===== src/bbr_pkg.sv =====
`timescale 1ns / 1ps
// ----------------------------------------------------------------------------
// Box blur row running sum: shared package
// Sizes, register codes, queue command and divider input types.
// ----------------------------------------------------------------------------
package bbr_pkg;

    // Sizing
    localparam int MAX_RADIUS  = 256;
    localparam int MAX_ROW     = 4096;
    localparam int RING_DEPTH  = MAX_RADIUS + 1;
    localparam int RING_AW     = $clog2(RING_DEPTH);
    localparam int BACK_W      = $clog2(RING_DEPTH + 1);
    localparam int GIVEN_W     = $clog2(MAX_ROW + 1);
    localparam int SEEN_W      = 13;
    localparam int SEEN_MAX    = (1 << SEEN_W) - 1;

    // Pixel and sums
    localparam int CHAN_W      = 8;
    localparam int NUM_CHAN    = 4;
    localparam int PIX_W       = CHAN_W * NUM_CHAN;
    localparam int SUM_W       = 16;

    // Divider pipeline
    localparam int DIV_BITS    = 2;
    localparam int DIV_STAGES  = SUM_W / DIV_BITS;

    // Command queue
    localparam int QUEUE_AW    = 2;
    localparam int QUEUE_DEPTH = 1 << QUEUE_AW;

    // Configuration port
    localparam int TAPS_W      = 9;
    localparam int LEAD_W      = 9;
    localparam int ROWLEN_W    = 13;
    localparam int CFG_DATA_W  = 13;
    localparam int CFG_IDX_W   = 2;

    localparam logic [TAPS_W-1:0]   TAPS_RESET   = TAPS_W'(5);
    localparam logic [LEAD_W-1:0]   LEAD_RESET   = LEAD_W'(2);
    localparam logic [ROWLEN_W-1:0] ROWLEN_RESET = ROWLEN_W'(64);

    localparam logic KIND_PAD = 1'b1;

    typedef enum logic [CFG_IDX_W-1:0] {
        CFG_FILTER_TAPS = 2'd0,
        CFG_LEAD_OFFSET = 2'd1,
        CFG_ROW_LENGTH  = 2'd2
    } t_cfg_idx;

    // Where a window edge pixel comes from
    typedef enum logic [1:0] {
        SRC_ZERO = 2'd0,
        SRC_CUR  = 2'd1,
        SRC_RAM  = 2'd2
    } t_src;

    // Clamped and derived configuration
    typedef struct packed {
        logic [BACK_W-1:0]  taps;
        logic [BACK_W-1:0]  enter_back;
        logic [BACK_W-1:0]  leave_back;
        logic [BACK_W-1:0]  delay;
        logic [GIVEN_W-1:0] rowlen;
    } t_cfg;

    // One classified word, front to back
    typedef struct packed {
        logic               start;
        logic [PIX_W-1:0]   pix;
        logic [RING_AW-1:0] wr_addr;
        t_src               enter_src;
        logic [RING_AW-1:0] enter_addr;
        t_src               leave_src;
        logic [RING_AW-1:0] leave_addr;
        logic               emit;
        logic               row_end;
    } t_cmd;

    typedef logic [NUM_CHAN-1:0][SUM_W-1:0] t_sums;

    typedef struct packed {
        logic  valid;
        logic  row_end;
        logic  zero;
        t_sums sums;
    } t_div_in;

endpackage


===== src/bbr_queue.sv =====
`timescale 1ns / 1ps
// ----------------------------------------------------------------------------
// Box blur command queue
// Small FIFO of classified words between front end and back end.
// ----------------------------------------------------------------------------
module bbr_queue
    import bbr_pkg::*;
(
    input  logic i_clk,
    input  logic i_rst_n,
    input  logic i_push,
    input  t_cmd i_cmd,
    output logic o_full,
    input  logic i_pop,
    output t_cmd o_cmd,
    output logic o_empty
);

    t_cmd                r_mem [QUEUE_DEPTH];
    logic [QUEUE_AW-1:0] r_wr_ptr;
    logic [QUEUE_AW-1:0] r_rd_ptr;
    logic [QUEUE_AW:0]   r_count;

    assign o_full  = (r_count == (QUEUE_AW+1)'(QUEUE_DEPTH));
    assign o_empty = (r_count == '0);
    assign o_cmd   = r_mem[r_rd_ptr];

    always_ff @(posedge i_clk) begin
        if (i_push) begin
            r_mem[r_wr_ptr] <= i_cmd;
        end
    end

    always_ff @(posedge i_clk) begin
        if (!i_rst_n) begin
            r_wr_ptr <= '0;
            r_rd_ptr <= '0;
            r_count  <= '0;
        end else begin
            if (i_push) begin
                r_wr_ptr <= r_wr_ptr + QUEUE_AW'(1);
            end
            if (i_pop) begin
                r_rd_ptr <= r_rd_ptr + QUEUE_AW'(1);
            end
            if (i_push && !i_pop) begin
                r_count <= r_count + (QUEUE_AW+1)'(1);
            end else if (!i_push && i_pop) begin
                r_count <= r_count - (QUEUE_AW+1)'(1);
            end
        end
    end

endmodule


===== config.mk =====
export PLATFORM = sky130hd
export DESIGN_NAME = bbr_queue
export DESIGN_NICKNAME = d
export VERILOG_FILES = /design/src/bbr_pkg.sv /design/src/bbr_queue.sv
export SDC_FILE = /design/constraint.sdc
export NUM_CORES = 1
export LEC_CHECK = 0
export BUFFER_PORTS_ARGS = -buffer_cell sky130_fd_sc_hd__buf_2
export CAP_MARGIN = 10
export CORE_MARGIN = 4
export CORE_UTILIZATION = 45
export DETAILED_ROUTE_END_ITERATION = 10
export HOLD_SLACK_MARGIN = 0.15
export PLACE_DENSITY = 0.67
export SYNTH_ARGS = -nofsm -noshare
export SYNTH_HDL_FRONTEND = slang
export SYNTH_SLANG_ARGS = --single-unit

===== constraint.sdc =====
create_clock -name i_clk -period 6.8 [get_ports i_clk]
set_input_delay 1.02 -clock i_clk [delete_from_list [all_inputs] [get_ports i_clk]]
set_output_delay 1.02 -clock i_clk [all_outputs]
set_load 0.05 [all_outputs]

# After elaboration in Yosys (flattened, before gate mapping)
# Memory sizes are Yosys's and may differ from the RTL's. A register that Yosys moved wholly into a read port is not among the register bits.
# Cells that the tools add are included.
word_totals:
  memories: 1
  mem_bits_rw: 264
  input_bits: 70
  regBits: 7
  word_cells: 21
memory_table:
  columns: ["memory", "words", "word_bits", "rd", "rd_clocked_by_memory_dff", "wr", "line", "rtl"]
  rows:
  - ["r_mem", 4, 66, 1, 1, 1, "bbr_queue.sv:19", "t_cmd r_mem [QUEUE_DEPTH];"]
classes:
  mux: 6
  n_addsub: 4
  n_reduce_logical: 6
  eq_ne: 1
op_table:
  columns: ["cell", "count"]
  rows:
  - ["$mux 3", 2]
  - ["$add 2x1->2 const B", 2]
  - ["$mux 2", 2]
  - ["$add 3x1->3 const B", 1]
  - ["$eq 3x3->1 const B", 1]
  - ["$logic_not 3->1", 1]
  - ["$sub 3x1->3 const B", 1]
  - ["$logic_and 1x1->1", 2]
  - ["$logic_not 1->1", 2]
  - ["$mux 1", 2]
  - ["$reduce_bool 2->1", 1]

# Logic depth before layout (Yosys ltp)
depth:
  ltp_word: 4
  mapped_depth: 7
  ltp_nobuf: 7

# Least setup slack after synthesis
# OpenSTA, ideal clock, no wires.
synth_path:
  kind: "input -> register"
  from: "in i_push"
  to: "mem r_mem[0][0] (netlist name), enable pin"
  slack_ns: 3.798
  required_ns: 6.369
  setup_ns: 0.431
  arrival_ns: 2.571
  cell_stages: 1
  path_cell_list: "and2_1"
synth_via:
  elab_chain_cells: 2
synth_lines:
  columns: ["item", "line", "rtl"]
  rows:
  - ["from (decl)", "bbr_queue.sv:11", "input logic i_push,"]
  - ["$mux 1", "bbr_queue.sv:29", "if (i_push) begin"]
  - ["$mux 1 (implied by the code)", "bbr_queue.sv:30", "r_mem[r_wr_ptr] <= i_cmd;"]
  - ["to (decl)", "bbr_queue.sv:19", null]
# Every way passes these cells.

==> impl_metrics.env <==
export IMPL_cp_end_kind="output port"
export IMPL_crit_chain="buf_4, mux4_2, buf_2"
export IMPL_synth_cell_types=21
export IMPL_peakVddDrop_mv=0.195
export IMPL_fin_nets=616
export IMPL_io_pins=138
export IMPL_critPathLaunchType="flip-flop"
export IMPL_grt_overflow=0
export IMPL_syn_area_per_cell_um2=25.7
export IMPL_drtIter0Drc=217
export IMPL_dp_hpwl_um=10200
export IMPL_seq_area_frac_synth=0.814
export IMPL_start_util=0.457
export IMPL_htreeDepth=1
export IMPL_fmax_mhz=257
export IMPL_p_sw_w=0.000992
export IMPL_cts_tree="done"
export IMPL_p_leak_nw=3.97
export IMPL_period_minus_slack_ns=3.89
export IMPL_hold_viol=0
export IMPL_postRouteAntennaNets=0
export IMPL_port_buffers=137
export IMPL_critPathBufInv=2
export IMPL_rsz0062_at_grt="no"
export IMPL_cp_arrival_ns=2.87
export IMPL_syn2layout_area_growth_pct=18.5
export IMPL_status="completed"
export IMPL_total_power_w=0.00396
export IMPL_synth_cells=387
export IMPL_clkSlewWorstSetupHoldPaths_ns=0.06
export IMPL_worst_path_stages=3
export IMPL_crit_fanout=34
export IMPL_p_int_w=0.00297
export IMPL_p_per_area_nw_per_um2=335
export IMPL_die_height_um=157
export IMPL_drc=0
export IMPL_syn_nets=463
export IMPL_ys_dominant_reg_cell="edfxtp_1"
export IMPL_grt_max_degree=67
export IMPL_finalSetupTns_ns=0
export IMPL_max_cap_violations=0
export IMPL_grt_pass1_wl_um=27700
export IMPL_skew_ns=0.00416
export IMPL_grt_usage=0.147
export IMPL_first_global_vias=4909
export IMPL_hold_ws_ns=0.538
export IMPL_tightest_slew_ns=1.05
export IMPL_vias_per_cell=5.29
export IMPL_clock_root_buffer="clkbuf_16"
export IMPL_num_rows=54
export IMPL_totalWireLength_um=18000
export IMPL_r2r_cells=3
export IMPL_ys_ff_latch=273
export IMPL_yosysWarnings=0
export IMPL_finalSetupViolCount=0
export IMPL_finalMaxSlewViolations=0
export IMPL_hold_class="reg2reg"
export IMPL_routed_via_count=4449
export IMPL_slew_limit_headroom=0.297
export IMPL_cts_buffers=27
export IMPL_slowest_stage="dfxtp_4"
export IMPL_dieArea_um2=24600
export IMPL_synthesis_area_um2=9960
export IMPL_synth_edf_count=264
export IMPL_cts_setup_buffers=0
export IMPL_diodes=0
export IMPL_numClockSinks=273
export IMPL_whs_path_depth=2
export IMPL_fin_crit_sh=0.572
export IMPL_cts_repair_resized=0
export IMPL_core_area_um2=21800
export IMPL_p_clk_frac=0.370
export IMPL_critical_path_max_stage_delay_ns=0.79
export IMPL_gp_congestion=0.671
export IMPL_combPwrFrac=0.130
export IMPL_cts_hold_buf=0
export IMPL_final_common_cell="edfxtp_1"
export IMPL_avgRoutedWirePerCell_um=21.5
export IMPL_crit_required_ns=5.78
export IMPL_crit_family="buffers and inverters"
export IMPL_path_class="reg2out"
export IMPL_final_cell_mix="edfxtp_1 (264), buf_2 (137), mux4_2 (66)"
export IMPL_dieWidth_um=157
export IMPL_async_flop_share=0
export IMPL_switching_share=0.250
export IMPL_p_seq_frac=0.500
export IMPL_clockBufferDepth=3
export IMPL_antenna_found_initial=3
export IMPL_clock_latency_ns=0.52
export IMPL_drive_above_1_share=0.442
export IMPL_firstDrtPassIters=4
==> cells by family (layout without fill, tap and decap cells) <==
group           count (synthesis)  after routing  share of synthesized area
compound gates                  2              2                    0.00126
xor+xnor                        5              5                    0.00440
fa+ha+maj                       6              6                    0.00829
mux                            68             68                      0.151
buf+inv                        18            192                     0.0119
simple gates                   15             15                    0.00917
flops                         273            273                      0.814
==> synth_stat cells (2+ instances only) <==
| cell type | number | area, um2 |
|---|---|---|
| dfxtp_1 | 9 | 180 |
| nor2b_1 | 2 | 12.5 |
| inv_1 | 4 | 15.0 |
| buf_2 | 5 | 25.0 |
| mux2i_1 | 2 | 20.0 |
| xor2_1 | 3 | 26.3 |
| clkbuf_1 | 2 | 7.51 |
| xnor2_1 | 2 | 17.5 |
| and2_1 | 9 | 56.3 |
| buf_4 | 2 | 15.0 |
| buf_6 | 5 | 56.3 |
| edfxtp_1 | 264 | 7930 |
| ha_1 | 5 | 62.6 |
| mux4_2 | 66 | 1490 |
==> flip-flops by register name, indices dropped and copies added (netlist names), named ones only <==
name and flops:
r_mem 264, r_count 3, r_rd_ptr 2, r_wr_ptr 2
==> routing by layer <==
metal | vias to the layer above | part of all wire | wire length [um] | global-route usage
met4 | 6 | 0.012 | 213 | 0.0293
met1 | 2323 | 0.41 | 7460 | 0.192
li1 | 1957 | - | - | -
met2 | 139 | 0.50 | 9090 | 0.252
met3 | 24 | 0.069 | 1240 | 0.0387
met5 | - | 0.0026 | 47 | 0
==> cell type report <==
cell class / count / area, um2
clock buffer: 30 / 687
clock inverter: 20 / 203
fill: 1689 / 10000
inverter: 4 / 15.0
multi-input combinational: 96 / 1750
sequential: 273 / 8120
tap: 280 / 350
timing repair buffer: 138 / 693
==> through the flow <==
step           cell area, um2  std cells  setup WS (ns)  utilization
2_1_floorplan            9960        387           3.80            -
3_3_place_gp            10900        791           3.35        0.500
3_5_place_dp            10900        791           3.33        0.500
4_1_cts                 11800        841           2.77        0.541
5_1_grt                 11800        841           2.62        0.541
6_report                11800        841           2.91        0.541
==> power groups by stage <==
stage          Clock [W]  Combinational, W  Sequential, W
2_1_floorplan          0          0.000416        0.00199
3_3_place_gp           0          0.000518        0.00201
3_5_place_dp           0          0.000525        0.00202
4_1_cts          0.00151          0.000527        0.00198
5_1_grt          0.00159          0.000545        0.00199
6_report         0.00147          0.000516        0.00198
==> worst min-delay path, cell delays in order (launching register included) <==
cell	delay, ns
dfxtp_1	0.33
o21ai_0	0.08
a21boi_0	0.08
==> final timing paths <==
check / slack, ns / end / start
hold / removal: 0.54 / r_count[2] / r_count[2]
setup / recovery: 2.91 / o_cmd[65] / flip-flop
setup reg to reg: 4.93 / r_mem[2][61] / r_wr_ptr[0]
hold reg to reg: 0.54 / r_count[2] / r_count[2]
Power figures use the tool's default switching activity.
