<file path="src/bbr_pkg.sv">
`timescale 1ns / 1ps
// ----------------------------------------------------------------------------
// Box blur row running sum: shared package
// Sizes, register codes, queue command and divider input types.
// ----------------------------------------------------------------------------
package bbr_pkg;

    // Sizing
    localparam int MAX_RADIUS  = 256;
    localparam int MAX_ROW     = 4096;
    localparam int RING_DEPTH  = MAX_RADIUS + 1;
    localparam int RING_AW     = $clog2(RING_DEPTH);
    localparam int BACK_W      = $clog2(RING_DEPTH + 1);
    localparam int GIVEN_W     = $clog2(MAX_ROW + 1);
    localparam int SEEN_W      = 13;
    localparam int SEEN_MAX    = (1 << SEEN_W) - 1;

    // Pixel and sums
    localparam int CHAN_W      = 8;
    localparam int NUM_CHAN    = 4;
    localparam int PIX_W       = CHAN_W * NUM_CHAN;
    localparam int SUM_W       = 16;

    // Divider pipeline
    localparam int DIV_BITS    = 2;
    localparam int DIV_STAGES  = SUM_W / DIV_BITS;

    // Command queue
    localparam int QUEUE_AW    = 2;
    localparam int QUEUE_DEPTH = 1 << QUEUE_AW;

    // Configuration port
    localparam int TAPS_W      = 9;
    localparam int LEAD_W      = 9;
    localparam int ROWLEN_W    = 13;
    localparam int CFG_DATA_W  = 13;
    localparam int CFG_IDX_W   = 2;

    localparam logic [TAPS_W-1:0]   TAPS_RESET   = TAPS_W'(5);
    localparam logic [LEAD_W-1:0]   LEAD_RESET   = LEAD_W'(2);
    localparam logic [ROWLEN_W-1:0] ROWLEN_RESET = ROWLEN_W'(64);

    localparam logic KIND_PAD = 1'b1;

    typedef enum logic [CFG_IDX_W-1:0] {
        CFG_FILTER_TAPS = 2'd0,
        CFG_LEAD_OFFSET = 2'd1,
        CFG_ROW_LENGTH  = 2'd2
    } t_cfg_idx;

    // Where a window edge pixel comes from
    typedef enum logic [1:0] {
        SRC_ZERO = 2'd0,
        SRC_CUR  = 2'd1,
        SRC_RAM  = 2'd2
    } t_src;

    // Clamped and derived configuration
    typedef struct packed {
        logic [BACK_W-1:0]  taps;
        logic [BACK_W-1:0]  enter_back;
        logic [BACK_W-1:0]  leave_back;
        logic [BACK_W-1:0]  delay;
        logic [GIVEN_W-1:0] rowlen;
    } t_cfg;

    // One classified word, front to back
    typedef struct packed {
        logic               start;
        logic [PIX_W-1:0]   pix;
        logic [RING_AW-1:0] wr_addr;
        t_src               enter_src;
        logic [RING_AW-1:0] enter_addr;
        t_src               leave_src;
        logic [RING_AW-1:0] leave_addr;
        logic               emit;
        logic               row_end;
    } t_cmd;

    typedef logic [NUM_CHAN-1:0][SUM_W-1:0] t_sums;

    typedef struct packed {
        logic  valid;
        logic  row_end;
        logic  zero;
        t_sums sums;
    } t_div_in;

endpackage

</file>
<file path="src/bbr_front.sv">
`timescale 1ns / 1ps
// ----------------------------------------------------------------------------
// Box blur front end
// Accepts input words, tracks row position, classifies window edges.
// ----------------------------------------------------------------------------
module bbr_front
    import bbr_pkg::*;
(
    input  logic              i_clk,
    input  logic              i_rst_n,
    input  t_cfg              i_cfg,
    input  logic              i_hold,
    input  logic              i_in_valid,
    output logic              o_in_ready,
    input  logic              i_kind,
    input  logic              i_row_start,
    input  logic [CHAN_W-1:0] i_in_red,
    input  logic [CHAN_W-1:0] i_in_green,
    input  logic [CHAN_W-1:0] i_in_blue,
    input  logic [CHAN_W-1:0] i_in_alpha,
    input  logic              i_q_full,
    output logic              o_push,
    output t_cmd              o_cmd
);

    logic [SEEN_W-1:0]  r_items_seen;
    logic [GIVEN_W-1:0] r_outputs_given;
    logic [RING_AW-1:0] r_write_pos;

    logic [SEEN_W-1:0]  w_seen;
    logic [SEEN_W-1:0]  n_items_seen;
    logic [GIVEN_W-1:0] w_given;
    logic [GIVEN_W-1:0] n_outputs_given;
    logic [RING_AW-1:0] w_wp;
    logic [RING_AW-1:0] n_write_pos;
    logic               w_emit;

    // Ring slot that lies back entries behind the write position
    function automatic logic [RING_AW-1:0] ring_addr(input logic [RING_AW-1:0] wp,
                                                     input logic [BACK_W-1:0]  back);
        logic [RING_AW+1:0] s;
        s = (RING_AW+2)'(wp) + (RING_AW+2)'(RING_DEPTH) - (RING_AW+2)'(back);
        if (s >= (RING_AW+2)'(RING_DEPTH)) begin
            s = s - (RING_AW+2)'(RING_DEPTH);
        end
        return s[RING_AW-1:0];
    endfunction

    assign o_in_ready = ~i_q_full & ~i_hold;
    assign o_push     = i_in_valid & o_in_ready;

    // Row start clears position before this word is counted
    assign w_seen  = i_row_start ? '0 : r_items_seen;
    assign w_given = i_row_start ? '0 : r_outputs_given;
    assign w_wp    = i_row_start ? '0 : r_write_pos;

    assign n_items_seen = (w_seen == SEEN_W'(SEEN_MAX)) ? w_seen : w_seen + SEEN_W'(1);
    assign n_write_pos  = (w_wp == RING_AW'(RING_DEPTH - 1)) ? '0 : w_wp + RING_AW'(1);

    assign w_emit = (32'(n_items_seen) > 32'(i_cfg.delay)) && (w_given < i_cfg.rowlen);
    assign n_outputs_given = w_emit ? w_given + GIVEN_W'(1) : w_given;

    always_comb begin
        o_cmd.start      = i_row_start;
        o_cmd.pix        = (i_kind == KIND_PAD) ? '0
                         : {i_in_alpha, i_in_blue, i_in_green, i_in_red};
        o_cmd.wr_addr    = w_wp;
        o_cmd.enter_addr = ring_addr(w_wp, i_cfg.enter_back);
        o_cmd.leave_addr = ring_addr(w_wp, i_cfg.leave_back);
        o_cmd.emit       = w_emit;
        o_cmd.row_end    = w_emit && (n_outputs_given == i_cfg.rowlen);

        priority if (i_cfg.enter_back == '0) begin
            o_cmd.enter_src = SRC_CUR;
        end else if (32'(i_cfg.enter_back) > 32'(w_seen)) begin
            o_cmd.enter_src = SRC_ZERO;
        end else begin
            o_cmd.enter_src = SRC_RAM;
        end

        if (32'(i_cfg.leave_back) > 32'(w_seen)) begin
            o_cmd.leave_src = SRC_ZERO;
        end else begin
            o_cmd.leave_src = SRC_RAM;
        end
    end

    always_ff @(posedge i_clk) begin
        if (!i_rst_n) begin
            r_items_seen    <= '0;
            r_outputs_given <= '0;
            r_write_pos     <= '0;
        end else if (o_push) begin
            r_items_seen    <= n_items_seen;
            r_outputs_given <= n_outputs_given;
            r_write_pos     <= n_write_pos;
        end
    end

endmodule

</file>
<file path="config.mk">
export PLATFORM = sky130hd
export DESIGN_NAME = bbr_front
export DESIGN_NICKNAME = d
export VERILOG_FILES = /design/src/bbr_pkg.sv /design/src/bbr_front.sv
export SDC_FILE = /design/constraint.sdc
export NUM_CORES = 1
export LEC_CHECK = 0
export BUFFER_PORTS_ARGS = -buffer_cell sky130_fd_sc_hd__buf_2
export CAP_MARGIN = 20
export CORE_UTILIZATION = 35
export DETAILED_ROUTE_END_ITERATION = 6
export HOLD_SLACK_MARGIN = 0.15
export PLACE_DENSITY = 0.59
export SETUP_SLACK_MARGIN = 0.4
export SYNTH_ARGS = -nofsm -noshare
export SYNTH_HDL_FRONTEND = slang
export SYNTH_SLANG_ARGS = --single-unit
export TNS_END_PERCENT = 50
</file>
<file path="constraint.sdc">
create_clock -name i_clk -period 10.6 [get_ports i_clk]
set_clock_uncertainty 0.05 [all_clocks]
set_input_delay 1.59 -clock i_clk [delete_from_list [all_inputs] [get_ports i_clk]]
set_output_delay 1.59 -clock i_clk [all_outputs]
set_load 0.05 [all_outputs]
</file>
# ---- After elaboration in Yosys (flattened, before gate mapping)
# Cells that the tools add are included.
dict set report totals {
  reg_bits 35
  inputBits 88
}
dict set report op_classes {
  add_sub_neg 8
  n_lt_le_gt_ge 6
  eq_ne 3
  n_reduce_logical 3
  n_bitwise 4
  n_mux 12
}
# operator n
set op_table {}
lappend op_table {{$mux W13} 4}
lappend op_table {{$mux W9} 4}
lappend op_table {{$mux W32} 1}
lappend op_table {{$add A13 B1 Y13 const B} 2}
lappend op_table {{$gt A9 B13 Y1} 2}
lappend op_table {{$ge A11 B9 Y1 const B} 2}
lappend op_table {{$sub A10 B9 Y11} 2}
lappend op_table {{$sub A9 B9 Y9 const B} 2}
lappend op_table {{$eq A13 B13 Y1} 1}
lappend op_table {{$eq A13 B13 Y1 const B} 1}
lappend op_table {{$gt A13 B9 Y1} 1}
lappend op_table {{$lt A13 B13 Y1} 1}
lappend op_table {{$add A9 B9 Y10 const B} 1}
lappend op_table {{$add A9 B1 Y9 const B} 1}
lappend op_table {{$eq A9 B9 Y1 const B} 1}
lappend op_table {{$logic_not A9 Y1} 1}
lappend op_table {{$mux W2} 3}
lappend op_table {{$and A1 B1 Y1} 2}
lappend op_table {{$logic_and A1 B1 Y1} 2}
lappend op_table {{$not A1 Y1} 2}

# ---- Logic depth before layout (Yosys ltp)
dict set report logic_depth {
  depth_word 8
  depth_mapped 23
  mapped_depth_nobuf 18
}

# ---- Least setup slack after synthesis
# Ideal clock, no wire load.
dict set report synth_timing {
  path_kind {input to output}
  from {input i_row_start}
  to {output o_cmd[0] (netlist name)}
  required_ns 8.960
  setup_slack_ns 2.278
  stages 22
  arrival_time_ns 6.682
  path_buffers 4
  cell_sequence {clkbuf_1 clkbuf_1 clkbuf_1 clkbuf_1 nand2b_1 inv_1 ha_1 nand4b_1 nor4_1 nand2b_1 or3_1 a21oi_1 ha_1 nand3_1 o21bai_1 a31oi_1 a2111oi_0 o221a_4 nor4_1 mux2i_1 xnor2_1 nor4b_2}
}
# element line_no
set synth_rtl {}
lappend synth_rtl {{start, declared} bbr_front.sv:16} ;# input logic i_row_start,
lappend synth_rtl {{end, declared} bbr_front.sv:23} ;# output t_cmd o_cmd

==> summary.md <==
| Metric | Value |
|---|---|
| Status | completed |
| Internal power | 0.277 mW |
| Starting density of the core | 0.358 |
| Clock Pin Slew Worst Setup and Hold Paths | 60 ps |
| CP startpoint | i_row_start |
| Synth area leaders | ha_1 (16%), dfxtp_1 (14%), nor2b_1 (8.1%) |
| Critical R2R Launch | r_items_seen[0] |
| Wire per inst | 13.5 um |
| Layout cells sized above 1 | 0.207 |
| Vias | 5115 |
| CP max FO | 11 |
| Net Sw Power | 0.179 mW |
| Routability-driven placement congestion ratio | 0.870 |
| Synth cell types | 63 |
| PortBufs | 145 |
| Initial antenna violation count | 0 |
| Largest net degree at the start of global routing | 63 |
| Post-CTS sizing | 0 |
| Hold Vio Cnt, Final | 0 |
| I/O Pins | 156 |
| Synth top area share | 0.164 |
| Period utilisation layout | 0.733 |
| Final Max Tran Viols | 0 |
| # setup viols final | 0 |
| Cts bufs inserted | 5 |
| Setup bufs post-CTS | 0 |
| RSZ-0062 raised after global routing | false |
| Final-layout fill cell count | 1462 |
| DRT Pass-1 Iters | 6 |
| Max transition margin | 0.477 |
| Post-Synth XOR/XNOR Area | 0.0972 |
| Post-DP HPWL | 10.9 mm |
| Clk Latency, worst-skew pair | 270 ps |
| Post-layout net count | 965 |
| Initial DRC Count | 227 |
| Ys async rst share | 0 |
| CP Class | in2out |
| CP endpoint kind | output pin |
| Combinational family with the most area after synthesis | simple AND/OR/NAND/NOR gates |
| Worst-margin pin slew | 780 ps |
| Synth-to-Final Area Change | 20.5% |
| Synth Area in Simple Gates | 0.310 |
| Final min period | 7770 ps |
| Max-Cap Viols | 0 |
| Crit path DAT | 6130 ps |
| Min-Delay Path Class | reg2reg |
| Root Driver | clkbuf_16 |
| Worst setup SP type | input pin |
| Cell Area, Synth | 0.00495 mm^2 |
| Routed Antenna Nets | 0 |
| DRC | 0 |
| Synth Area in Compound Gates | 0.201 |
| CTS Buffer Depth | 2 |
| Die Y | 121 um |
| Vias in the first global route | 4631 |
| Power share of the combinational group | 0.398 |
| CTS Hold Bufs | 0 |
| Setup TNS | 0 ps |
| P_leak | 2.74 nW |
| CTS tree | built |
| Adder-cell share of the synthesized area | 0.172 |
| Mapped Nets | 838 |
| Yosys Warn Count | 0 |
| Die X | 121 um |
| Sequential fraction of design power | 0.294 |
| Cells after Synth | 683 |
| Primary FF master, synth | dfxtp_1 |
| # diodes | 0 |
| Die area | 0.0146 mm^2 |
| F_max | 0.129 GHz |
| PD cells | 76.3 mW/mm^2 |
| Mux share of post-synthesis cell area | 0.0126 |
| WP data required | 8960 ps |
| Max VDD drop | 88.4 uV |
| Synth area leader | ha_1 |
| Post-synth EDFFs | 0 |
| Sink Count | 35 |
| Switching share of power | 0.392 |
| Placed cells | 982 |
| Hold slack | 415 ps |
| Util after Layout | 0.432 |
| Seq/Total Area, Yosys | 0.141 |
| Top-count cell post-synth | ha_1 |
| Grt total ovfl | 0 |
| First-pass GRT wire length | 21.9 mm |
| Total track usage | 0.184 |
| Rows | 43 |
| Final wirelength | 13.3 mm |
| Clk network pwr share | 0.309 |
| Hold Path Origin | r_outputs_given[6] |
| Finished Layout Cells | 991 |
| Post-synth top cells | ha_1 (65), nor2b_1 (64), nor2_1 (63), inv_1 (52), nand2_1 (52) |
| Core Area | 0.0138 mm^2 |
| Via/cell ratio | 5.16 |
| CTS HTree Levels | 2 |
| Register bit total from synthesis | 35 |
| Syn avg cell area | 7.25 um^2 |
-- final cells by class --
cell class | count | area (um^2) | share of cell area
Clock buffer | 7 | 133 | 0.0222
Inverter | 53 | 199 | 0.0333
Tap cell | 180 | 225 | 0.0377
Multi-Input combinational cell | 566 | 3930 | 0.659
Timing Repair Buffer | 149 | 776 | 0.130
Clock inverter | 1 | 5.00 | 0.000838
Sequential cell | 35 | 701 | 0.117
-- metal layers --
layer | GRT usage | up-vias | routed length, um
met5 | 0 | - | 0
met4 | 0.0270 | 0 | 75
met3 | 0.0216 | 7 | 760
met2 | 0.326 | 150 | 6230
met1 | 0.242 | 2306 | 6290
li1 | - | 2652 | -
-- state kept, by name, indices dropped and copies added, names as in the netlist --
register         cells
r_items_seen        13
r_outputs_given     13
r_write_pos          9
-- logic make-up (layout without fill, tap and decap cells) --
logic type / Yosys count / count (layout)
other cells: 1 / 1
simple gates: 287 / 287
fa+ha+maj: 67 / 67
flops: 35 / 35
compound gates: 150 / 150
buf+inv: 82 / 210
mux: 6 / 6
xor+xnor: 55 / 55
-- per-stage QoR --
step / total power [mW] / instance area, um^2 / setup WS, ps
after floorplan: 0.269 / 4950 / 2280
after global placement: 0.317 / 5810 / 2790
after detailed placement: 0.317 / 5810 / 2800
after CTS: 0.461 / 5940 / 2800
after global routing: 0.484 / 5970 / 2390
final: 0.456 / 5970 / 2830
-- worst max-delay path, cell delays in order --
cell,delay [ps]
buf_2,160
nor2b_1,240
ha_1,220
nand4b_1,170
nor4_1,650
nand2b_1,300
o21ai_0,110
a21oi_1,200
ha_1,280
nand3_1,100
o21bai_1,110
a31oi_1,90
a2111oi_0,580
o221a_4,380
nor4_1,90
mux2i_1,140
xnor2_1,150
nor4b_2,270
buf_2,300
-- layout by cell type (no fill, tap or decap), types with 4 or more instances in the layout --
master       n
nand4b_1     4
clkbuf_16    5
nand2b_1    12
a31oi_1      8
a21oi_1     39
o31a_1       4
a21o_1      11
buf_2      145
o21a_1      14
nor4_1       7
nor3_1      24
nand3_1     15
a211oi_1     5
nand2_1     52
a22oi_1     13
dfxtp_1     35
nor2b_1     64
o21ai_0     26
or3_1        6
and3_1       8
nand4_1      9
xor2_1      16
nor2_1      63
mux2i_1      4
xnor2_1     39
ha_1        65
inv_1       52
o21ai_1      4
-- worst paths after layout --
kind	end	slack, ps	cells after the start
max reg2reg	r_outputs_given[5]	5920	17
min	r_outputs_given[6]	420	2
max	o_cmd[0]	2830	19
min reg2reg	r_outputs_given[6]	420	2
-- power by group through the flow --
stage	Clock, mW	Combinational, mW	Sequential, mW
2_1_floorplan	0	0.133	0.136
3_3_place_gp	0	0.180	0.137
3_5_place_dp	0	0.181	0.137
4_1_cts	0.146	0.181	0.134
5_1_grt	0.152	0.198	0.134
6_report	0.141	0.181	0.134
(Power assumes the default switching activity.)
