<file path="src/bbr_pkg.sv">
`timescale 1ns / 1ps
// ----------------------------------------------------------------------------
// Box blur row running sum: shared package
// Sizes, register codes, queue command and divider input types.
// ----------------------------------------------------------------------------
package bbr_pkg;

    // Sizing
    localparam int MAX_RADIUS  = 256;
    localparam int MAX_ROW     = 4096;
    localparam int RING_DEPTH  = MAX_RADIUS + 1;
    localparam int RING_AW     = $clog2(RING_DEPTH);
    localparam int BACK_W      = $clog2(RING_DEPTH + 1);
    localparam int GIVEN_W     = $clog2(MAX_ROW + 1);
    localparam int SEEN_W      = 13;
    localparam int SEEN_MAX    = (1 << SEEN_W) - 1;

    // Pixel and sums
    localparam int CHAN_W      = 8;
    localparam int NUM_CHAN    = 4;
    localparam int PIX_W       = CHAN_W * NUM_CHAN;
    localparam int SUM_W       = 16;

    // Divider pipeline
    localparam int DIV_BITS    = 2;
    localparam int DIV_STAGES  = SUM_W / DIV_BITS;

    // Command queue
    localparam int QUEUE_AW    = 2;
    localparam int QUEUE_DEPTH = 1 << QUEUE_AW;

    // Configuration port
    localparam int TAPS_W      = 9;
    localparam int LEAD_W      = 9;
    localparam int ROWLEN_W    = 13;
    localparam int CFG_DATA_W  = 13;
    localparam int CFG_IDX_W   = 2;

    localparam logic [TAPS_W-1:0]   TAPS_RESET   = TAPS_W'(5);
    localparam logic [LEAD_W-1:0]   LEAD_RESET   = LEAD_W'(2);
    localparam logic [ROWLEN_W-1:0] ROWLEN_RESET = ROWLEN_W'(64);

    localparam logic KIND_PAD = 1'b1;

    typedef enum logic [CFG_IDX_W-1:0] {
        CFG_FILTER_TAPS = 2'd0,
        CFG_LEAD_OFFSET = 2'd1,
        CFG_ROW_LENGTH  = 2'd2
    } t_cfg_idx;

    // Where a window edge pixel comes from
    typedef enum logic [1:0] {
        SRC_ZERO = 2'd0,
        SRC_CUR  = 2'd1,
        SRC_RAM  = 2'd2
    } t_src;

    // Clamped and derived configuration
    typedef struct packed {
        logic [BACK_W-1:0]  taps;
        logic [BACK_W-1:0]  enter_back;
        logic [BACK_W-1:0]  leave_back;
        logic [BACK_W-1:0]  delay;
        logic [GIVEN_W-1:0] rowlen;
    } t_cfg;

    // One classified word, front to back
    typedef struct packed {
        logic               start;
        logic [PIX_W-1:0]   pix;
        logic [RING_AW-1:0] wr_addr;
        t_src               enter_src;
        logic [RING_AW-1:0] enter_addr;
        t_src               leave_src;
        logic [RING_AW-1:0] leave_addr;
        logic               emit;
        logic               row_end;
    } t_cmd;

    typedef logic [NUM_CHAN-1:0][SUM_W-1:0] t_sums;

    typedef struct packed {
        logic  valid;
        logic  row_end;
        logic  zero;
        t_sums sums;
    } t_div_in;

endpackage

</file>
<file path="src/bbr_div.sv">
`timescale 1ns / 1ps
// ----------------------------------------------------------------------------
// Box blur divider pipeline
// Restoring division of four sums by the tap count, two bits per stage.
// ----------------------------------------------------------------------------
module bbr_div
    import bbr_pkg::*;
(
    input  logic              i_clk,
    input  logic              i_rst_n,
    input  logic [BACK_W-1:0] i_taps,
    input  t_div_in           i_div,
    input  logic              i_out_ready,
    output logic              o_adv,
    output logic              o_out_valid,
    output logic [CHAN_W-1:0] o_out_red,
    output logic [CHAN_W-1:0] o_out_green,
    output logic [CHAN_W-1:0] o_out_blue,
    output logic [CHAN_W-1:0] o_out_alpha,
    output logic              o_row_end
);

    localparam int LAST = DIV_STAGES - 1;

    logic [DIV_STAGES-1:0] r_valid;
    logic [DIV_STAGES-1:0] r_row_end;
    logic [DIV_STAGES-1:0] r_zero;
    logic [BACK_W-1:0]     r_rem  [DIV_STAGES][NUM_CHAN];
    logic [SUM_W-1:0]      r_work [DIV_STAGES][NUM_CHAN];
    logic [BACK_W-1:0]     n_rem  [DIV_STAGES][NUM_CHAN];
    logic [SUM_W-1:0]      n_work [DIV_STAGES][NUM_CHAN];

    // Shift dividend bits out of work, quotient bits in
    function automatic logic [BACK_W+SUM_W-1:0] div_steps(input logic [BACK_W-1:0] rem_in,
                                                          input logic [SUM_W-1:0]  work_in,
                                                          input logic [BACK_W-1:0] dvs);
        logic [BACK_W:0]   t;
        logic [BACK_W-1:0] rem;
        logic [SUM_W-1:0]  work;
        rem  = rem_in;
        work = work_in;
        for (int k = 0; k < DIV_BITS; k++) begin
            t    = {rem, work[SUM_W-1]};
            work = {work[SUM_W-2:0], 1'b0};
            if (t >= {1'b0, dvs}) begin
                t       = t - {1'b0, dvs};
                work[0] = 1'b1;
            end
            rem = t[BACK_W-1:0];
        end
        return {rem, work};
    endfunction

    for (genvar s = 0; s < DIV_STAGES; s++) begin : g_stage
        for (genvar c = 0; c < NUM_CHAN; c++) begin : g_chan
            if (s == 0) begin : g_first
                assign {n_rem[s][c], n_work[s][c]} = div_steps('0, i_div.sums[c], i_taps);
            end else begin : g_next
                assign {n_rem[s][c], n_work[s][c]} =
                    div_steps(r_rem[s-1][c], r_work[s-1][c], i_taps);
            end
        end
    end

    // Whole pipe moves unless a finished word waits at the end
    assign o_adv = ~r_valid[LAST] | i_out_ready;

    always_ff @(posedge i_clk) begin
        if (!i_rst_n) begin
            r_valid <= '0;
        end else if (o_adv) begin
            r_valid <= {r_valid[DIV_STAGES-2:0], i_div.valid};
        end
    end

    always_ff @(posedge i_clk) begin
        if (o_adv) begin
            r_row_end <= {r_row_end[DIV_STAGES-2:0], i_div.row_end};
            r_zero    <= {r_zero[DIV_STAGES-2:0], i_div.zero};
            for (int s = 0; s < DIV_STAGES; s++) begin
                for (int c = 0; c < NUM_CHAN; c++) begin
                    r_rem[s][c]  <= n_rem[s][c];
                    r_work[s][c] <= n_work[s][c];
                end
            end
        end
    end

    assign o_out_valid = r_valid[LAST];
    assign o_row_end   = r_row_end[LAST];
    assign o_out_red   = r_zero[LAST] ? '0 : r_work[LAST][0][CHAN_W-1:0];
    assign o_out_green = r_zero[LAST] ? '0 : r_work[LAST][1][CHAN_W-1:0];
    assign o_out_blue  = r_zero[LAST] ? '0 : r_work[LAST][2][CHAN_W-1:0];
    assign o_out_alpha = r_zero[LAST] ? '0 : r_work[LAST][3][CHAN_W-1:0];

endmodule

</file>
<file path="config.mk">
export PLATFORM = sky130hd
export DESIGN_NAME = bbr_div
export DESIGN_NICKNAME = d
export VERILOG_FILES = /design/src/bbr_pkg.sv /design/src/bbr_div.sv
export SDC_FILE = /design/constraint.sdc
export NUM_CORES = 2
export LEC_CHECK = 0
export ABC_AREA = 1
export BUFFER_PORTS_ARGS = -buffer_cell sky130_fd_sc_hd__buf_2
export CAP_MARGIN = 20
export CORE_MARGIN = 4
export CORE_UTILIZATION = 60
export DETAILED_ROUTE_END_ITERATION = 16
export GPL_ROUTABILITY_DRIVEN = 1
export GPL_TIMING_DRIVEN = 0
export PLACE_DENSITY = 0.77
export SKIP_CTS_REPAIR_TIMING = 1
export SYNTH_ARGS = -nofsm -noshare
export SYNTH_HDL_FRONTEND = slang
export SYNTH_SLANG_ARGS = --single-unit
</file>
<file path="constraint.sdc">
create_clock -name i_clk -period 31 [get_ports i_clk]
set_clock_uncertainty 0.15 [all_clocks]
set_input_delay 0 -clock i_clk [delete_from_list [all_inputs] [get_ports i_clk]]
set_output_delay 0 -clock i_clk [all_outputs]
set_load 0.02 [all_outputs]
</file>
Word level (Yosys, flattened, before mapping)

Memory sizes are Yosys's and may differ from the RTL's.
Cells that the tools add are included.

Memory bits (writable): 800
Memories kept: 2
Flip-flop bits (word level): 24
Input port bits: 79
Output and inout port bits: 35

Bitwise logic cells: 2
Magnitude comparators: 64
Mux-type cells: 134
$add $sub $neg: 64

Memories:

| name   | words | bits a word | rd ports | clocked after Yosys merged registers in | wr ports | RTL line      | text |
|---|---|---|---|---|---|---|---|
| r_work | 8     | 64          | 8        | 0                                       | 8        | bbr_div.sv:29 | `logic [SUM_W-1:0] r_work [DIV_STAGES][NUM_CHAN];` |
| r_rem  | 8     | 36          | 7        | 0                                       | 8        | bbr_div.sv:28 | `logic [BACK_W-1:0] r_rem [DIV_STAGES][NUM_CHAN];` |

Operators by type and width:

| cell          | count |
|---|---|
| $ge A10 B9 Y1 | 60 |
| $mux W9       | 64 |
| $sub A9 B9 Y9 | 60 |
| $mux W1       | 66 |
| $ge A1 B9 Y1  | 4 |
| $sub A1 B9 Y9 | 4 |
| $mux W8       | 4 |
| $not A1 Y1    | 1 |
| $or A1 B1 Y1  | 1 |

Depth between registers and ports, before layout

An unclocked memory read counts as a cell.

Depth after elaboration: 5
Gate-level depth with buffers: 22
Depth with buffers taken out: 22

Worst setup path before layout

OpenSTA, ideal clock, no wires.

Path type: flip-flop to flip-flop
From: register r_valid[7]
To: memory r_rem[0][0] in the netlist's numbering (enable)
Data arrival time: 11.378 ns
Stages on the path, launching flop included: 4
Path buffers: 0
Setup slack: 14.899 ns
Library setup time: 4.573 ns
Clock period less this slack: 16.101 ns
Cells stage by stage: dfxtp_1 -> inv_1 -> nor2_1 -> clkinv_1

RTL lines:

| what                   | RTL line      | text |
|---|---|---|
| start, declared        | bbr_div.sv:25 | `logic [DIV_STAGES-1:0] r_valid;` |
| start signal, assigned | bbr_div.sv:72 | `r_valid <= {r_valid[DIV_STAGES-2:0], i_div.valid};` |
| end, declared          | bbr_div.sv:28 |  |

==> flow_summary.html <==
<table>
<tr><th>Metric</th><th>Value</th></tr>
<tr><th colspan="2">Yosys</th></tr>
<tr><td>Fraction of the yosys area taken by sequential cells</td><td>34.6%</td></tr>
<tr><td>Post-synth top area share</td><td>34.2%</td></tr>
<tr><td>Main flop type after synthesis</td><td>sky130_fd_sc_hd__edfxtp_1</td></tr>
<tr><td>Top cells by area, synth</td><td>sky130_fd_sc_hd__edfxtp_1 (34%), sky130_fd_sc_hd__nand2_1 (17%), sky130_fd_sc_hd__ha_1 (14%)</td></tr>
<tr><td>Yosys warning count</td><td>0</td></tr>
<tr><td>Post-synthesis simple-gate area fraction</td><td>33.5%</td></tr>
<tr><td>Share of the synthesized netlist area taken by xor and xnor gates</td><td>around 3.8%</td></tr>
<tr><td>Cell variety after synth</td><td>between 40 and 50</td></tr>
<tr><td>Post-synthesis cell count</td><td>6419</td></tr>
<tr><td>Adder and majority cell fraction of the synthesized area</td><td>15.9%</td></tr>
<tr><td>Multiplexer fraction of the synthesized cell area</td><td>0%</td></tr>
<tr><td>Syn_nets</td><td>~7100</td></tr>
<tr><td>Cell area after technology mapping</td><td>0.0502 mm2</td></tr>
<tr><td>FF+latch count, synth</td><td>580</td></tr>
<tr><td>Post-synthesis compound-gate area fraction</td><td>between 6 and 7%</td></tr>
<tr><td>Synth area leader</td><td>sky130_fd_sc_hd__edfxtp_1</td></tr>
<tr><td>Async set-or-reset flop fraction in the synthesized netlist</td><td>0%</td></tr>
<tr><td>Dominant combinational cell family by area after synthesis</td><td>simple AND/OR/NAND/NOR gates</td></tr>
<tr><td>Number of enable flip-flop cells after synthesis</td><td>572</td></tr>
<tr><td>Post-Syn Area per Cell</td><td>about 7.8 um2</td></tr>
<tr><th colspan="2">Finish</th></tr>
<tr><td>Post-Layout Inst Area</td><td>between 0.05 and 0.06 mm2</td></tr>
<tr><td>Util after Layout</td><td>around two thirds</td></tr>
<tr><td>Area added between synthesis and finish</td><td>11.8%</td></tr>
<tr><td>Leading cell type in the layout, fill and taps excluded</td><td>sky130_fd_sc_hd__nand2_1</td></tr>
<tr><td>Area of the multi-input gates</td><td>0.0297 mm2</td></tr>
<tr><td>Area taken by flip-flops and latches</td><td>0.0173 mm2</td></tr>
<tr><td># fillers</td><td>6699</td></tr>
<tr><td>Post-layout nets</td><td>7429</td></tr>
<tr><td>Leading cell types in the layout, fill and taps excluded</td><td>sky130_fd_sc_hd__nand2_1 (2216), sky130_fd_sc_hd__inv_1 (767), sky130_fd_sc_hd__nand3_1 (604)</td></tr>
<tr><td>Ratio of cells with drive above 1 in the final layout</td><td>9.95%</td></tr>
<tr><th colspan="2">Drt</th></tr>
<tr><td>DR vias</td><td>between 40000 and 50000</td></tr>
<tr><td>Detail-routed net length per standard cell</td><td>roughly 15 um</td></tr>
<tr><td>Residual DRC count</td><td>0</td></tr>
<tr><td>Detailed Route Iter0 Violations</td><td>2753</td></tr>
<tr><td>Routed WL</td><td>115000 um</td></tr>
<tr><td>Pre-Repair DR Iteration Count</td><td>7</td></tr>
<tr><td>Count of nets left with antenna violations after detail routing</td><td>0</td></tr>
<tr><td>DR vias/cell</td><td>between 5 and 6</td></tr>
<tr><th colspan="2">Critical path</th></tr>
<tr><td>Reg2Reg Setup Slack</td><td>between 20 and 30 ns</td></tr>
<tr><td>Data arrival, critical path</td><td>approximately 4.3 ns</td></tr>
<tr><td>Buffers plus inverters on the worst setup path</td><td>4</td></tr>
<tr><td>Worst-path fanout max</td><td>38</td></tr>
<tr><td>Cell repeated most along the worst path</td><td>sky130_fd_sc_hd__nand2_1</td></tr>
<tr><td>CP Launch Type</td><td>input port</td></tr>
<tr><td>Reg2Reg Capture Point</td><td>r_rem[6][2]</td></tr>
<tr><td>RR Startpoint</td><td>r_work[1][79]</td></tr>
<tr><td>Required time of the critical path</td><td>~31 ns</td></tr>
<tr><td>Logic depth of the worst register-to-register path</td><td>19</td></tr>
<tr><td>Critical Setup Path Class</td><td>in2reg</td></tr>
<tr><td>Slowest CP cell</td><td>sky130_fd_sc_hd__dlygate4sd3_1</td></tr>
<tr><td>Crit-path leading delay family</td><td>simple AND/OR/NAND/NOR gates</td></tr>
<tr><td>Ordered list of cells on the worst path</td><td>dlygate4sd3_1 -&gt; buf_2 -&gt; inv_4 -&gt; buf_16 -&gt; ha_1 -&gt; nand2_1 -&gt; nor2_1 -&gt; nand3_1 -&gt; nand2_1 -&gt; nor2_4 -&gt; nand2_4 -&gt; nand2_1 -&gt; o21ai_1 -&gt; fa_1 -&gt; nand3_1 -&gt; nand2_1 -&gt; nand2_1 -&gt; nand2_1 -&gt; a21oi_1 -&gt; nand3_2 -&gt; nand2_1 -&gt; nand2_1</td></tr>
<tr><td>Worst stage delay on the critical path</td><td>roughly 0.53 ns</td></tr>
<tr><td>Kind of end point of the critical path</td><td>register</td></tr>
<tr><th colspan="2">Place</th></tr>
<tr><td>RD Place Congestion</td><td>0.893</td></tr>
<tr><td>DP Wirelength</td><td>81800 um</td></tr>
<tr><td>Number of buffers added on ports</td><td>roughly 110</td></tr>
<tr><td>Dpl cell area</td><td>~0.053 mm2</td></tr>
<tr><th colspan="2">Timing</th></tr>
<tr><td>Unrepaired setup endpoints after global routing</td><td>false</td></tr>
<tr><td>Fmax</td><td>about 240 MHz</td></tr>
<tr><td>Final clock period utilization by the worst path</td><td>a little over an eighth</td></tr>
<tr><td>Pins Over Slew Limit</td><td>0</td></tr>
<tr><td>Relative slew slack</td><td>a little under two fifths</td></tr>
<tr><td>Hold Fails Final Rpt</td><td>1</td></tr>
<tr><td>Sum of negative setup slack</td><td>0 ns</td></tr>
<tr><td>Final-layout worst hold slack</td><td>-0.000763 ns</td></tr>
<tr><td>Transition time at the pin with the least slew margin</td><td>0.943 ns</td></tr>
<tr><td>Clock period minus worst slack</td><td>roughly 4.1 ns</td></tr>
<tr><td>Final Setup Violations</td><td>0</td></tr>
<tr><th colspan="2">Hold path</th></tr>
<tr><td>Instance count along the most critical hold path</td><td>7</td></tr>
<tr><td>Launch point of the worst hold path</td><td>i_taps[2]</td></tr>
<tr><td>Type of the tightest min-delay check</td><td>in2reg</td></tr>
<tr><td>Worst-case hold path end point</td><td>r_rem[0][31]</td></tr>
<tr><th colspan="2">Power</th></tr>
<tr><td>Standby leakage power</td><td>just under 30 nW</td></tr>
<tr><td>Power per Cell Area</td><td>between 100 and 150 mW/mm2</td></tr>
<tr><td>IR Drop Worst-Case VDD</td><td>between 0.05 and 0.06 mV</td></tr>
<tr><td>Overall Power</td><td>between 5 and 6 mW</td></tr>
<tr><th colspan="2">Global route</th></tr>
<tr><td>Initial antenna violation count</td><td>1</td></tr>
<tr><td>Via count of the first global-routing pass</td><td>roughly 40000</td></tr>
<tr><td>Global-route wire length before repair</td><td>188000 um</td></tr>
<tr><td>Pin count of the biggest net entering global routing</td><td>between 100 and 150</td></tr>
<tr><td>Overall global routing resource usage</td><td>roughly 25%</td></tr>
<tr><td>Gr ovfl total</td><td>0</td></tr>
<tr><th colspan="2">Floorplan</th></tr>
<tr><td>Die boundary height</td><td>around 300 um</td></tr>
<tr><td>Initial Util</td><td>about three fifths</td></tr>
<tr><td>Horiz. Die Dim</td><td>a little under 300 um</td></tr>
<tr><td>Site Rows</td><td>105</td></tr>
<tr><td>Core area</td><td>0.0825 mm2</td></tr>
<tr><td>I/O pin count</td><td>roughly 110</td></tr>
<tr><td>Die ar.</td><td>roughly 0.088 mm2</td></tr>
<tr><th colspan="2">Clocking</th></tr>
<tr><td>CTS root buffer</td><td>sky130_fd_sc_hd__clkbuf_16</td></tr>
<tr><td>Clock tree from TritonCTS</td><td>yes</td></tr>
<tr><td>Register clock-pin slew on the reported worst setup and hold paths</td><td>roughly 0.06 ns</td></tr>
<tr><td>H-tree depth</td><td>3</td></tr>
<tr><td>Worst-skew pair later-pin latency</td><td>about 0.62 ns</td></tr>
<tr><td>Clock buffers created by TritonCTS</td><td>~70</td></tr>
<tr><td>Number of clock sinks</td><td>between 500 and 600</td></tr>
<tr><td>CTS Buffer Depth</td><td>3</td></tr>
<tr><th colspan="2">Run status</th></tr>
<tr><td>Outcome</td><td>finished with violations</td></tr>
<tr><td>Failing checks</td><td>hold timing</td></tr>
<tr><th colspan="2">Job</th></tr>
<tr><td>Maximum Capacitance Violations</td><td>0</td></tr>
</table>
-- cell usage after synthesis (5+ instances only) --
cell                       instances
sky130_fd_sc_hd__fa_1             56
sky130_fd_sc_hd__a21oi_1         224
sky130_fd_sc_hd__nand2_4          37
sky130_fd_sc_hd__o21ai_1          49
sky130_fd_sc_hd__nor3_2           17
sky130_fd_sc_hd__nand3_1         604
sky130_fd_sc_hd__edfxtp_1        572
sky130_fd_sc_hd__o21ai_2           5
sky130_fd_sc_hd__or2_2            70
sky130_fd_sc_hd__nor2_1          368
sky130_fd_sc_hd__nor2_8           11
sky130_fd_sc_hd__a21o_1           72
sky130_fd_sc_hd__o21bai_1          9
sky130_fd_sc_hd__nand3_2          71
sky130_fd_sc_hd__xor2_1          168
sky130_fd_sc_hd__nand2_2         110
sky130_fd_sc_hd__inv_1           773
sky130_fd_sc_hd__nand3b_1         35
sky130_fd_sc_hd__ha_1            548
sky130_fd_sc_hd__a21oi_2          11
sky130_fd_sc_hd__nor4_1            5
sky130_fd_sc_hd__inv_2            28
sky130_fd_sc_hd__xnor2_1          47
sky130_fd_sc_hd__nor3_1            9
sky130_fd_sc_hd__nor2_2            7
sky130_fd_sc_hd__nand4_1          89
sky130_fd_sc_hd__o21a_1            5
sky130_fd_sc_hd__dfxtp_1           8
sky130_fd_sc_hd__a31oi_1          62
sky130_fd_sc_hd__o21ai_0          58
sky130_fd_sc_hd__nor2_4           39
sky130_fd_sc_hd__nand2_1        2216
-- per-stage QoR --
step,hold slack [ns],std cells,setup slack (ns)
final,-0.000763,7872,26.90
after global routing,0.0195,7872,26.61
after CTS,-0.640,7742,27.10
after detailed placement,0.0281,7617,26.58
after global placement,0.0262,7602,9.30
after floorplan,-0.0511,6419,14.90
-- how the worst max path moves through the flow --
stage          depth (start not counted)  slack [ns]              to     startpoint
5_1_grt                               22       26.61     r_rem[6][4]      i_taps[8]
3_3_place_gp                           3        9.30  r_work[0][251]     r_valid[7]
2_1_floorplan                          3       14.90     r_rem[0][0]     r_valid[7]
4_1_cts                               19       27.10    r_rem[1][25]  r_work[0][47]
3_5_place_dp                          21       26.58     r_rem[6][8]      i_taps[1]
6_report                              22       26.90     r_rem[6][2]      i_taps[8]
-- per-layer routing --
layer / GRT usage, % / share of wire, % / wire (um) / vias to the layer above
li1: - / - / - / 22000
met1: 33.3 / 45 / 51400 / 19600
met2: 43.2 / 47 / 54200 / 1087
met3: 3.16 / 5.2 / 6010 / 236
met4: 7.14 / 2.7 / 3150 / 0
met5: 0 / 0 / 0 / -
-- where the power goes --
part / total [mW] / internal (mW) / switching (mW)
Clock: 0.807 / 0.461 / 0.346
Sequential: 1.35 / 1.23 / 0.120
Combinational: 3.76 / 1.39 / 2.37
Total: 5.92 / 3.09 / 2.83
-- cell families after synthesis --
logic type	after synthesis
XOR/XNOR	215
flip-flops	580
buffers and inverters	816
adder cells (fa/ha/maj)	604
AND/OR/NAND/NOR	3694
AO/OA/AOI/OAI	510
-- worst register-to-register path, delay by kind of cell (launching register included) --
kind / cells / cell delay [ns]
AOI/OAI and AO/OA: 2 / 0.38
adders and majority gates: 3 / 1.05
buffers and inverters: 2 / 0.21
DFF: 1 / 0.44
and+or+nand+nor: 12 / 1.44
-- registers in the layout (all words and copies together) (netlist names) --
name       count
r_work       304
r_rem        252
r_row_end      8
r_valid        8
r_zero         8
-- cell type report --
cell class | count | share of cell area [%]
Buffer | 8 | 0.0848
Multi-Input combinational cell | 5023 | 53.0
Antenna cell | 1 | 0.00446
Inverter | 808 | 5.48
Timing Repair Buffer | 257 | 4.05
Sequential cell | 580 | 30.9
Clock buffer | 81 | 3.16
Tap cell | 1070 | 2.39
Clock inverter | 44 | 0.864
Note: power is estimated with default switching activity, not from simulation.
